===== src/hw/rtl/assert_macros.svh =====
// Assertion macros shared by the RTL files of the setpoint quantizer.
`ifndef ASSERT_MACROS_SVH
`define ASSERT_MACROS_SVH

`ifndef SYNTH

// Property that must hold at every clock edge outside reset.
`define ASSERT_PROP(label, clk, rst_n, prop, msg) \
    label: assert property (@(posedge clk) disable iff (!(rst_n)) (prop)) else $error(msg);

// Condition that must never be seen at a clock edge outside reset.
`define ASSERT_NEVER(label, clk, rst_n, expr, msg) \
    label: assert property (@(posedge clk) disable iff (!(rst_n)) !(expr)) else $error(msg);

`else

`define ASSERT_PROP(label, clk, rst_n, prop, msg)
`define ASSERT_NEVER(label, clk, rst_n, expr, msg)

`endif

`endif


===== src/hw/rtl/adc_sq_pkg.sv =====
// Package of widths, register indexes and sequencer states for the setpoint quantizer.
`default_nettype none

package adc_sq_pkg;

    // Bits of the ADC sample that take part in the filter.
    localparam int SAMPLE_BITS = 12;

    // Fixed field and register widths.
    localparam int IN_W       = 12;
    localparam int LEVEL_W    = 12;
    localparam int ORDER_W    = 5;
    localparam int STEP_W     = 12;
    localparam int SETP_W     = 16;
    localparam int CFG_IDX_W  = 2;
    localparam int CFG_DATA_W = 16;

    // Divider sizing: the dividend holds sample + (order - 1) * level,
    // the divisor holds either the order or the ADC step.
    localparam int DVD_W  = SAMPLE_BITS + ORDER_W;
    localparam int DIV_W  = (STEP_W > ORDER_W) ? STEP_W : ORDER_W;
    localparam int CNT_W  = $clog2(DVD_W + 1);
    localparam int PROD_W = SETP_W + DVD_W;

    // Register reset values.
    localparam logic [ORDER_W-1:0] ORDER_RST = ORDER_W'(8);
    localparam logic [STEP_W-1:0]  STEP_RST  = STEP_W'(128);
    localparam logic [SETP_W-1:0]  SETP_RST  = SETP_W'(100);

    // Register indexes on the configuration port.
    localparam logic [CFG_IDX_W-1:0] REG_FILTER_ORDER  = CFG_IDX_W'(0);
    localparam logic [CFG_IDX_W-1:0] REG_ADC_STEP      = CFG_IDX_W'(1);
    localparam logic [CFG_IDX_W-1:0] REG_SETPOINT_STEP = CFG_IDX_W'(2);

    typedef enum logic [6:0] {
        S_IDLE  = 7'b0000001,
        S_LOAD  = 7'b0000010,
        S_DIV1  = 7'b0000100,
        S_QUANT = 7'b0001000,
        S_DIV2  = 7'b0010000,
        S_SCALE = 7'b0100000,
        S_EMIT  = 7'b1000000
    } t_state;

endpackage

`default_nettype wire


===== src/hw/rtl/adc_smoothing_setpoint_quantizer_unit.sv =====
// Potentiometer ADC smoother and setpoint quantizer with a shared bit-serial divider.
// A request passes through the load, first division, quantise, second division, scale and
// emit states on its way to the result register; each division runs DVD_W = 17 divider steps.
// A new request is taken only once the block is back in idle; a result held up behind a
// stalled output register keeps the block in its emit state until that register frees.
// Reset (synchronous, i_rst_n low): registers take their defaults, filter and last setpoint
// clear to zero, and no result is pending.
`default_nettype none

`include "assert_macros.svh"

module adc_smoothing_setpoint_quantizer_unit (
    input  wire                                i_clk,
    input  wire                                i_rst_n,
    // Sample request channel
    input  wire                                i_in_valid,
    output logic                               o_in_stall,
    input  wire  [adc_sq_pkg::IN_W-1:0]        i_sample,
    // Setpoint result channel
    output logic                               o_out_valid,
    input  wire                                i_out_stall,
    output logic [adc_sq_pkg::SETP_W-1:0]      o_setpoint,
    output logic [adc_sq_pkg::LEVEL_W-1:0]     o_smoothed_level,
    // Configuration write channel
    input  wire                                i_cfg_valid,
    output logic                               o_cfg_ready,
    input  wire  [adc_sq_pkg::CFG_IDX_W-1:0]   i_cfg_index,
    input  wire  [adc_sq_pkg::CFG_DATA_W-1:0]  i_cfg_data
);
    import adc_sq_pkg::*;

    // Sequencer state and control registers.
    t_state               r_state,        n_state;
    logic [ORDER_W-1:0]   r_order,        n_order;
    logic [STEP_W-1:0]    r_adc_step,     n_adc_step;
    logic [SETP_W-1:0]    r_setp_step,    n_setp_step;
    logic [SAMPLE_BITS-1:0] r_filtered,   n_filtered;
    logic [SETP_W-1:0]    r_last,         n_last;
    logic                 r_out_valid,    n_out_valid;

    // Payload and datapath registers.
    logic [SAMPLE_BITS-1:0] r_sample,     n_sample;
    logic [DVD_W-1:0]     r_quo,          n_quo;
    logic [DIV_W-1:0]     r_rem,          n_rem;
    logic [DIV_W-1:0]     r_divisor,      n_divisor;
    logic [CNT_W-1:0]     r_cnt,          n_cnt;
    logic [PROD_W-1:0]    r_prod,         n_prod;
    logic [SETP_W-1:0]    r_out_setp,     n_out_setp;
    logic [LEVEL_W-1:0]   r_out_level,    n_out_level;

    // Combinational helpers.
    logic                 w_in_accept;
    logic [ORDER_W-1:0]   w_order;
    logic [DVD_W-1:0]     w_weighted;
    logic [DVD_W-1:0]     w_sum;
    logic [STEP_W-1:0]    w_step;
    logic [SAMPLE_BITS-1:0] w_level;
    logic [DVD_W-1:0]     w_qdvd;
    logic [DVD_W-1:0]     w_count;
    logic [SETP_W-1:0]    w_setpoint;
    logic                 w_out_free;
    logic                 w_emit;
    logic [DIV_W:0]       w_trial;
    logic [DIV_W:0]       w_diff;
    logic                 w_ge;
    logic                 w_div_last;

    // The block is busy from acceptance until the result has been judged and,
    // where it changed, placed in the output register.
    assign o_in_stall  = (r_state != S_IDLE);
    assign o_cfg_ready = (r_state == S_IDLE);
    assign w_in_accept = i_in_valid && !o_in_stall;

    // A zero order behaves as one, so the sample passes straight through.
    assign w_order    = (r_order == '0) ? ORDER_W'(1) : r_order;
    assign w_weighted = DVD_W'(ORDER_W'(w_order - ORDER_W'(1))) * DVD_W'(r_filtered);
    assign w_sum      = DVD_W'(r_sample) + w_weighted;

    // A zero ADC step behaves as one. Ceiling division is done as
    // (level + step - 1) / step on the same divider.
    assign w_step  = (r_adc_step == '0) ? STEP_W'(1) : r_adc_step;
    assign w_level = r_quo[SAMPLE_BITS-1:0];
    assign w_qdvd  = DVD_W'(w_level) + DVD_W'(w_step) - DVD_W'(1);

    // The lowest stair is one step, even for a level of zero.
    assign w_count    = (r_quo == '0) ? DVD_W'(1) : r_quo;
    assign w_setpoint = (|r_prod[PROD_W-1:SETP_W]) ? {SETP_W{1'b1}} : r_prod[SETP_W-1:0];

    // The output register may be refilled when empty or when its result
    // leaves in this same cycle.
    assign w_out_free = !r_out_valid || !i_out_stall;
    assign w_emit     = (r_state == S_EMIT) && (w_setpoint != r_last) && w_out_free;

    // One restoring divider step: shift in the next dividend bit and
    // subtract the divisor where it fits.
    assign w_trial    = {r_rem, r_quo[DVD_W-1]};
    assign w_diff     = w_trial - {1'b0, r_divisor};
    assign w_ge       = (w_trial >= {1'b0, r_divisor});
    assign w_div_last = (r_cnt == CNT_W'(1));

    always_comb begin
        n_state     = r_state;
        n_order     = r_order;
        n_adc_step  = r_adc_step;
        n_setp_step = r_setp_step;
        n_filtered  = r_filtered;
        n_last      = r_last;
        n_out_valid = r_out_valid;
        n_sample    = r_sample;
        n_quo       = r_quo;
        n_rem       = r_rem;
        n_divisor   = r_divisor;
        n_cnt       = r_cnt;
        n_prod      = r_prod;
        n_out_setp  = r_out_setp;
        n_out_level = r_out_level;

        // Configuration is only written while the block is idle.
        if (i_cfg_valid && o_cfg_ready) begin
            case (i_cfg_index)
                REG_FILTER_ORDER:  n_order     = i_cfg_data[ORDER_W-1:0];
                REG_ADC_STEP:      n_adc_step  = i_cfg_data[STEP_W-1:0];
                REG_SETPOINT_STEP: n_setp_step = i_cfg_data[SETP_W-1:0];
                default:           ;
            endcase
        end

        if (r_out_valid && !i_out_stall) begin
            n_out_valid = 1'b0;
        end

        case (r_state)
            S_IDLE: begin
                if (w_in_accept) begin
                    n_sample = SAMPLE_BITS'(i_sample);
                    n_state  = S_LOAD;
                end
            end
            S_LOAD: begin
                // Weighted sum of the new sample and the previous level
                // becomes the first dividend.
                n_quo     = w_sum;
                n_rem     = '0;
                n_divisor = DIV_W'(w_order);
                n_cnt     = CNT_W'(DVD_W);
                n_state   = S_DIV1;
            end
            S_DIV1, S_DIV2: begin
                n_rem = w_ge ? w_diff[DIV_W-1:0] : w_trial[DIV_W-1:0];
                n_quo = {r_quo[DVD_W-2:0], w_ge};
                n_cnt = r_cnt - CNT_W'(1);
                if (w_div_last) begin
                    n_state = (r_state == S_DIV1) ? S_QUANT : S_SCALE;
                end
            end
            S_QUANT: begin
                n_filtered = w_level;
                n_quo      = w_qdvd;
                n_rem      = '0;
                n_divisor  = DIV_W'(w_step);
                n_cnt      = CNT_W'(DVD_W);
                n_state    = S_DIV2;
            end
            S_SCALE: begin
                n_prod  = PROD_W'(r_setp_step) * PROD_W'(w_count);
                n_state = S_EMIT;
            end
            S_EMIT: begin
                if (w_setpoint == r_last) begin
                    n_state = S_IDLE;
                end else if (w_out_free) begin
                    n_out_valid = 1'b1;
                    n_out_setp  = w_setpoint;
                    n_out_level = LEVEL_W'(r_filtered);
                    n_last      = w_setpoint;
                    n_state     = S_IDLE;
                end
            end
            default: begin
                n_state = S_IDLE;
            end
        endcase
    end

    // Control state, configuration and filter memory.
    always_ff @(posedge i_clk) begin
        if (!i_rst_n) begin
            r_state     <= S_IDLE;
            r_order     <= ORDER_RST;
            r_adc_step  <= STEP_RST;
            r_setp_step <= SETP_RST;
            r_filtered  <= '0;
            r_last      <= '0;
            r_out_valid <= 1'b0;
        end else begin
            r_state     <= n_state;
            r_order     <= n_order;
            r_adc_step  <= n_adc_step;
            r_setp_step <= n_setp_step;
            r_filtered  <= n_filtered;
            r_last      <= n_last;
            r_out_valid <= n_out_valid;
        end
    end

    // Datapath and result payload.
    always_ff @(posedge i_clk) begin
        r_sample    <= n_sample;
        r_quo       <= n_quo;
        r_rem       <= n_rem;
        r_divisor   <= n_divisor;
        r_cnt       <= n_cnt;
        r_prod      <= n_prod;
        r_out_setp  <= n_out_setp;
        r_out_level <= n_out_level;
    end

    assign o_out_valid      = r_out_valid;
    assign o_setpoint       = r_out_setp;
    assign o_smoothed_level = r_out_level;

    // The remainder stays below the divisor throughout both divisions.
    `ASSERT_PROP(a_rem_below_div, i_clk, i_rst_n, ((r_state == S_DIV1) || (r_state == S_DIV2)) |-> (r_rem < r_divisor), "divider remainder reached the divisor")

    // A new result always carries the setpoint now held as the last one given.
    `ASSERT_PROP(a_emit_tracks_last, i_clk, i_rst_n, w_emit |=> (o_out_valid && (o_setpoint == r_last)), "emitted setpoint differs from last setpoint")

    // An accepted request always starts the sequencer.
    `ASSERT_PROP(a_accept_starts, i_clk, i_rst_n, w_in_accept |=> (r_state == S_LOAD), "accepted request did not start the sequencer")

    // A pending result is never overwritten while the consumer stalls.
    `ASSERT_NEVER(a_no_overwrite, i_clk, i_rst_n, w_emit && r_out_valid && i_out_stall, "pending result overwritten")

endmodule

`default_nettype wire

===== config.mk =====
export PLATFORM = sky130hd
export DESIGN_NAME = adc_smoothing_setpoint_quantizer_unit
export DESIGN_NICKNAME = d
export VERILOG_FILES = /design/src/hw/rtl/adc_sq_pkg.sv /design/src/hw/rtl/adc_smoothing_setpoint_quantizer_unit.sv
export VERILOG_INCLUDE_DIRS = /design/src /design/src/hw/rtl
export SDC_FILE = /design/constraint.sdc
export NUM_CORES = 1
export LEC_CHECK = 0
export CORE_ASPECT_RATIO = 0.7
export CORE_MARGIN = 4
export CORE_UTILIZATION = 35
export CTS_BUF_LIST = sky130_fd_sc_hd__clkbuf_8
export CTS_CLUSTER_DIAMETER = 30
export DETAILED_ROUTE_END_ITERATION = 12
export DONT_BUFFER_PORTS = 1
export HOLD_SLACK_MARGIN = 0.05
export PLACE_DENSITY = 0.57
export SLEW_MARGIN = 20
export SYNTH_ARGS = -nofsm -noshare
export SYNTH_HDL_FRONTEND = slang
export SYNTH_SLANG_ARGS = --single-unit

===== constraint.sdc =====
create_clock -name i_clk -period 12 [get_ports i_clk]
set_input_delay 3.6 -clock i_clk [delete_from_list [all_inputs] [get_ports i_clk]]
set_output_delay 3.6 -clock i_clk [all_outputs]
set_load 0.005 [all_outputs]

==> results of run 1 <==
[worst register-to-register path: stages (launching register included)]
cell,delay [ns]
edfxtp_1,0.74
nor4_1,0.46
nand3_1,0.16
o31ai_1,0.22
buf_4,0.25
nand2_1,0.09
fa_1,0.48
fa_1,0.49
inv_1,0.05
fa_1,0.49
fa_1,0.43
fa_1,0.49
inv_1,0.05
fa_1,0.47
inv_1,0.04
ha_1,0.33
a21oi_1,0.24
nor2_1,0.07
a211o_1,0.32
a221o_1,0.37
o2111ai_1,0.37
a21o_1,0.18
nand2_1,0.07
a311oi_1,0.31
[power by group]
group	total (W)	leakage [nW]	internal (W)	switching [W]
clock network	0.000437	0.195	0.000158	0.000280
logic	0.000796	7.64	0.000337	0.000459
registers	0.000764	1.57	0.000733	0.0000310
total	0.00200	9.41	0.00123	0.000769
[synth_stat cells, drive strengths merged (17+ instances only)]
| cell type | n |
|---|---|
| a21oi | 54 |
| xnor2 | 47 |
| clkbuf | 75 |
| nor2 | 58 |
| ha | 168 |
| and2 | 150 |
| edfxtp | 119 |
| mux2i | 26 |
| or3 | 17 |
| o21ai | 49 |
| a21boi | 41 |
| dfxtp | 69 |
| nor3 | 19 |
| xor2 | 22 |
| fa | 252 |
| nor2b | 45 |
| nand3 | 20 |
| inv | 327 |
| a21o | 19 |
| nand2 | 303 |
[per-layer routing]
metal / global-route usage / wire length [um]
met5: 0 / 0
met4: 0.0281 / 392
met3: 0.0267 / 2500
met2: 0.242 / 20400
met1: 0.243 / 23700
[registers in the layout, summed over array words and instances (netlist names), 12 cells and up]
signal            cells
r_filtered           12
r_prod               33
r_quo                17
r_divisor            12
o_smoothed_level     12
r_rem                12
r_sample             12
r_setp_step          16
r_adc_step           12
o_setpoint           16
r_last               16
[worst paths after layout]
check,endpoint,cells after the start,slack (ns),startpoint
worst max-delay path,r_prod[32],23,4.65,r_quo[9]
worst min-delay path,r_adc_step[0],2,0.48,r_adc_step[0]
worst max register to register,r_prod[32],23,4.65,r_quo[9]
worst min register to register,r_adc_step[0],2,0.48,r_adc_step[0]
[metrics by stage]
| stage | cell area (um^2) | hold WS, ns | utilization | cells |
|---|---|---|---|---|
| 2_1_floorplan | 19600 | 0.440 | - | 2041 |
| 3_3_place_gp | 20300 | 0.451 | 0.366 | 2712 |
| 3_5_place_dp | 20300 | 0.464 | 0.367 | 2712 |
| 4_1_cts | 20700 | 0.479 | 0.373 | 2744 |
| 5_1_grt | 20700 | 0.528 | 0.374 | 2745 |
| 6_report | 20700 | 0.484 | 0.374 | 2745 |
[logic make-up after synthesis]
family,after synthesis,synth area share
AND/OR/NAND/NOR,669,0.168
adder cells (fa/ha/maj),420,0.365
buffers and inverters,411,0.0808
AO/OA/AOI/OAI,257,0.0888
flip-flops,188,0.253
XOR/XNOR,69,0.0309
multiplexers,27,0.0139
[cell type report]
| class | count | area share |
|---|---|---|
| Sequential cell | 188 | 0.240 |
| Clock inverter | 14 | 0.00636 |
| Tap cell | 740 | 0.0448 |
| Inverter | 327 | 0.0594 |
| Timing Repair Buffer | 15 | 0.00545 |
| Multi-Input combinational cell | 1442 | 0.632 |
| Antenna cell | 1 | 0.000121 |
| Clock buffer | 18 | 0.0120 |
==> impl_metrics.csv, run 1 <==
group,metric,value,unit
global_routing,grt_start_max_net_pins,70,
layout,multiInputGateArea,13100,um^2
logic_synthesis,ys_ff_latch,188,
global_routing,grtUsageTotal,0.160,
global_routing,grt-ovfl-total,0,
clock_tree,post_cts_buffers,0,
logic_synthesis,yosysUniqueCellTypes,68,
route,wl,46900,um
die,fp.dieW,291,um
setup_path,cp_slowest_cell,"edfxtp_1",
layout,seqCellArea,4950,um^2
timing,fmax,136,MHz
logic_synthesis,synth_largest_area_cell,"fa_1",
global_routing,grt_pass1_vias,14041,
logic_synthesis,syn_area,19600,um^2
setup_path,endpoint_kind,"register",
setup_path,critical-path-top-delay-family,"adder cells",
route,via_count,13777,
clock_tree,cts-buffers-inserted,17,
setup_path,crit_buf_inv,4,
route,drcViolationCount,0,
timing,finClkSkew,0.0210,ns
setup_path,crit_path_start_kind,"register",
layout,layout-drive-gt1-share,0.0339,
logic_synthesis,ys_warn_count,0,
timing,period_share,0.612,
timing,max_slew_margin,0.321,
layout,area_delta_synth_final,5.49,%
global_routing,antenna_found_initial,2,
placed_design,pre_cts_ws,4.72,ns
timing,finalMaxSlewViolations,0,
route,post_drt_wl_per_cell,17.1,um
placed_design,place_hpwl,37100,um
layout,layout_commonest_cell,"inv_1",
setup_path,crit_fanout,20,
logic_synthesis,yosysSeqAreaShare,0.253,
setup_path,slowest_delay,0.74,ns
run,max-cap-violations,0,
timing,min_period,7.35,ns
pwr,p_leak,9.41,nW
logic_synthesis,synth-main-ff-cell,"edfxtp_1",
clock_tree,h-tree-depth,4,
pwr,pwr_density_cell,96.7,nW/um^2
die,die_area,59900,um^2
logic_synthesis,synth_area_leaders,"fa_1, edfxtp_1, ha_1",
timing,fin_ws,4.65,ns
logic_synthesis,avgSynthCellArea,9.60,um^2
global_routing,grt_pass1_wl,76600,um
timing,setup_viol,0,
clock_tree,cts_root_buffer,"clkbuf_8",
clock_tree,cts_tree,"done",
clock_tree,cts_buffer_depth,2,
min_path,hold_class,"register to register",
clock_tree,clock-sinks,188,
clock_tree,cts_hold_buf,0,
layout,nets,2446,
layout,fillers,5560,
die,ios,66,
setup_path,cp_common_cell,"fa_1",
placed_design,place.gp.congestion,0.854,
timing,grt_setup_unrepaired,"false",
clock_tree,ctsResizeCount,0,
logic_synthesis,synth_cells,2041,
die,core-area,55300,um^2
logic_synthesis,async_reset_ff_frac,0,
logic_synthesis,synth_top_cell_area_share,0.258,
pwr,peakVddDrop,0.0000754,V
route,drtIter0Drc,993,
clock_tree,clk_latency,0.52,ns
die,rows,72,
die,initial_utilization,0.354,
setup_path,criticalPathCategory,"register to register",
placed_design,portBuffers,0,
die,die_h,206,um
setup_path,cp.required,12.32,ns
timing,worstMarginPinSlew,1.01,ns
timing,hold_viol,0,
logic_synthesis,synth.net_count,2496,
route,viasPerCell,5.02,
setup_path,worstPathCellList,"nor4_1 > nand3_1 > o31ai_1 > buf_4 > nand2_1 > fa_1 > fa_1 > inv_1 > fa_1 > fa_1 > fa_1 > inv_1 > fa_1 > inv_1 > ha_1 > a21oi_1 > nor2_1 > a211o_1 > a221o_1 > o2111ai_1 > a21o_1 > nand2_1 > a311oi_1",
layout,layout_common_cells,"inv_1, nand2_1, fa_1",
run_status,status,"complete, no violations",
timing,fin_tns_setup,0,ns
setup_path,worstPathArrival,7.67,ns
route,drtAntennaViolNets,0,
pwr,total_power,0.00200,W
route,first_pass_iters,5,
clock_tree,clk_pin_slew_worst_paths,0.11,ns
logic_synthesis,synth_edf_count,119,
Note: power is estimated with default switching activity, not from simulation.
==> run 2, diff against run 1 <==
--- a/config.mk
+++ b/config.mk
@@ -14,7 +14,7 @@
 export DETAILED_ROUTE_END_ITERATION = 12
 export DONT_BUFFER_PORTS = 1
 export HOLD_SLACK_MARGIN = 0.05
-export PLACE_DENSITY = 0.57
+export PLACE_DENSITY = 0.59
 export SLEW_MARGIN = 20
 export SYNTH_ARGS = -nofsm -noshare
 export SYNTH_HDL_FRONTEND = slang
==> constraint.sdc (replaced) <==
create_clock -name i_clk -period 5.9 [get_ports i_clk]
set_input_delay 1.77 -clock i_clk [delete_from_list [all_inputs] [get_ports i_clk]]
set_output_delay 1.77 -clock i_clk [all_outputs]
set_load 0.005 [all_outputs]
==> run 2 against run 1 <==
The run now ends with setup timing left. Fmax grew 17%. Die area is the same. Power grew 140%. Final cell count grew 3.9%. Global-route usage grew 0.30 points. Sequential cell count is the same. Clock power grew 130%. Critical path type unchanged. Largest power group unchanged.
==> impl_metrics.csv, run 2 (same netlist as run 1, synthesis figures left out) <==
group,metric,value,unit
route,via_count,14330,
global_routing,grt_pass1_wl,79000,um
placed_design,place.gp.congestion,0.873,
route,wl,48200,um
setup_path,path_depth,23,
timing,finClkSkew,0.0251,ns
setup_path,endpoint_kind,"register",
global_routing,grt_start_max_net_pins,70,
route,first_pass_iters,5,
die,rows,72,
route,post_drt_wl_per_cell,16.9,um
timing,period_share,1.07,
die,ios,66,
timing,min_period,6.30,ns
layout,multiInputGateArea,13500,um^2
timing,max_slew_margin,0.357,
pwr,peakVddDrop,0.000185,V
die,initial_utilization,0.354,
layout,nets,2552,
setup_path,cp.required,6.23,ns
route,drtAntennaViolNets,0,
die,core-area,55300,um^2
clock_tree,clk_latency,0.52,ns
clock_tree,h-tree-depth,4,
setup_path,reg2reg_depth,23,
setup_path,worstPathCellList,"nor4_2 > nand3_1 > o31ai_4 > buf_4 > nand2_2 > fa_2 > fa_1 > inv_1 > fa_1 > fa_2 > fa_1 > inv_1 > fa_1 > inv_2 > ha_4 > a21oi_2 > nor2_1 > a211o_1 > a221o_1 > o2111ai_2 > a21o_1 > nand2_1 > a311oi_2",
setup_path,cp_common_cell,"fa_1",
layout,top_regs,"r_prod (33), r_quo (17)",
setup_path,crit_path_start_kind,"register",
clock_tree,clk_pin_slew_worst_paths,0.12,ns
pwr,p_leak,10.1,nW
clock_tree,cts_root_buffer,"clkbuf_8",
die,die_h,206,um
clock_tree,cts_tree,"done",
timing,fin_ws,-0.396,ns
global_routing,antenna_found_initial,2,
layout,area_delta_synth_final,13.1,%
route,viasPerCell,5.02,
setup_path,critical-path-top-delay-family,"adder cells",
die,fp.dieW,291,um
clock_tree,cts-buffers-inserted,17,
layout,fillers,5414,
setup_path,criticalPathCategory,"register to register",
run_status,violations,"setup timing",
layout,layout_common_cells,"inv_1, nand2_1, fa_1",
timing,worstMarginPinSlew,0.964,ns
timing,fin_tns_setup,-3.62,ns
setup_path,cp_slowest_cell,"fa_1",
die,die_area,59900,um^2
timing,finalMaxSlewViolations,0,
timing,hold_viol,0,
pwr,total_power,0.00484,W
pwr,pwr_density_cell,218,nW/um^2
run_status,status,"complete, but fails checks",
clock_tree,clock-sinks,188,
layout,layout_commonest_cell,"inv_1",
global_routing,grtUsageTotal,0.163,
global_routing,grt-ovfl-total,0,
route,drcViolationCount,0,
timing,grt_setup_unrepaired,"true",
timing,fmax,159,MHz
min_path,hold_class,"register to register",
min_path,min_delay_path_depth,2,
layout,layout-drive-gt1-share,0.123,
setup_path,slowest_delay,0.50,ns
placed_design,portBuffers,0,
setup_path,crit_fanout,3,
setup_path,crit_buf_inv,4,
clock_tree,cts_buffer_depth,2,
timing,setup_viol,15,
setup_path,worstPathArrival,6.63,ns
layout,regMostFlops,"r_prod",
placed_design,place_hpwl,37800,um
run,max-cap-violations,0,
global_routing,grt_pass1_vias,14850,
route,drtIter0Drc,978,
layout,largest_register_ffs,33,
layout,seqCellArea,4950,um^2
-- run 2: cell count changes in the layout (fill, tap and decap cells not counted), sizes merged --
cell,before,now
clkbuf,18,17
buf,15,121
diode,1,2
inv,335,336
clkinvlp,1,0
bufinv,0,1
-- run 2: worst register-to-register path: cells and delay by family, from the launching register on --
kind	cells	cell delay (ns)
adders and majority gates	7	3.02
AOI/OAI and AO/OA	7	1.71
and+or+nand+nor	5	0.66
DFF	1	0.43
buffers and inverters	4	0.30
-- run 2: final timing paths --
kind / from / endpoint / slack [ns]
worst max-delay path: r_quo[4] / r_prod[32] / -0.40
worst min-delay path: r_adc_step[4] / r_adc_step[4] / 0.49
worst max register to register: r_quo[4] / r_prod[32] / -0.40
worst min register to register: r_adc_step[4] / r_adc_step[4] / 0.49
-- run 2: stage by stage --
| stage | hold WS [ns] | setup WS, ns | cells | utilization | cell area [um^2] |
|---|---|---|---|---|---|
| after floorplan | 0.440 | -0.187 | 2041 | - | 19700 |
| after global placement | 0.469 | -0.431 | 2808 | 0.383 | 21200 |
| after detailed placement | 0.478 | -0.630 | 2808 | 0.383 | 21200 |
| after CTS | 0.494 | -0.383 | 2843 | 0.395 | 21800 |
| after global routing | 0.525 | -0.670 | 2851 | 0.400 | 22100 |
| final | 0.494 | -0.396 | 2852 | 0.400 | 22200 |
-- run 2: what timing repair did --
action / CTS / global route
cloned: 0 / 0
gates resized for setup: 43 / 62
setup endpoints to repair: 16 / 20
pin swaps: 32 / 49
setup buffers: 3 / 9
hold buffers: 0 / 0
-- run 2: where the power goes --
group / switching, W / internal, W / total (W)
Combinational: 0.00121 / 0.00110 / 0.00231
Sequential: 0.0000311 / 0.00149 / 0.00152
Clock: 0.000620 / 0.000381 / 0.00100
-- run 2: layout make-up --
| type | count | share of cell area |
|---|---|---|
| tap | 740 | 0.0418 |
| timing repair buffer | 121 | 0.0476 |
| multi-input combinational | 1442 | 0.611 |
| clock inverter | 15 | 0.0101 |
| sequential | 188 | 0.224 |
| antenna | 2 | 0.000226 |
| clock buffer | 17 | 0.0106 |
| inverter | 327 | 0.0554 |
-- run 2: per-layer routing --
layer	track usage	vias up	part of all wire	routed length, um
li1	-	6672	-	-
met1	0.240	7238	0.48	23300
met2	0.251	377	0.44	21400
met3	0.0305	41	0.060	2880
met4	0.0344	2	0.011	540
met5	0	-	0.00021	10
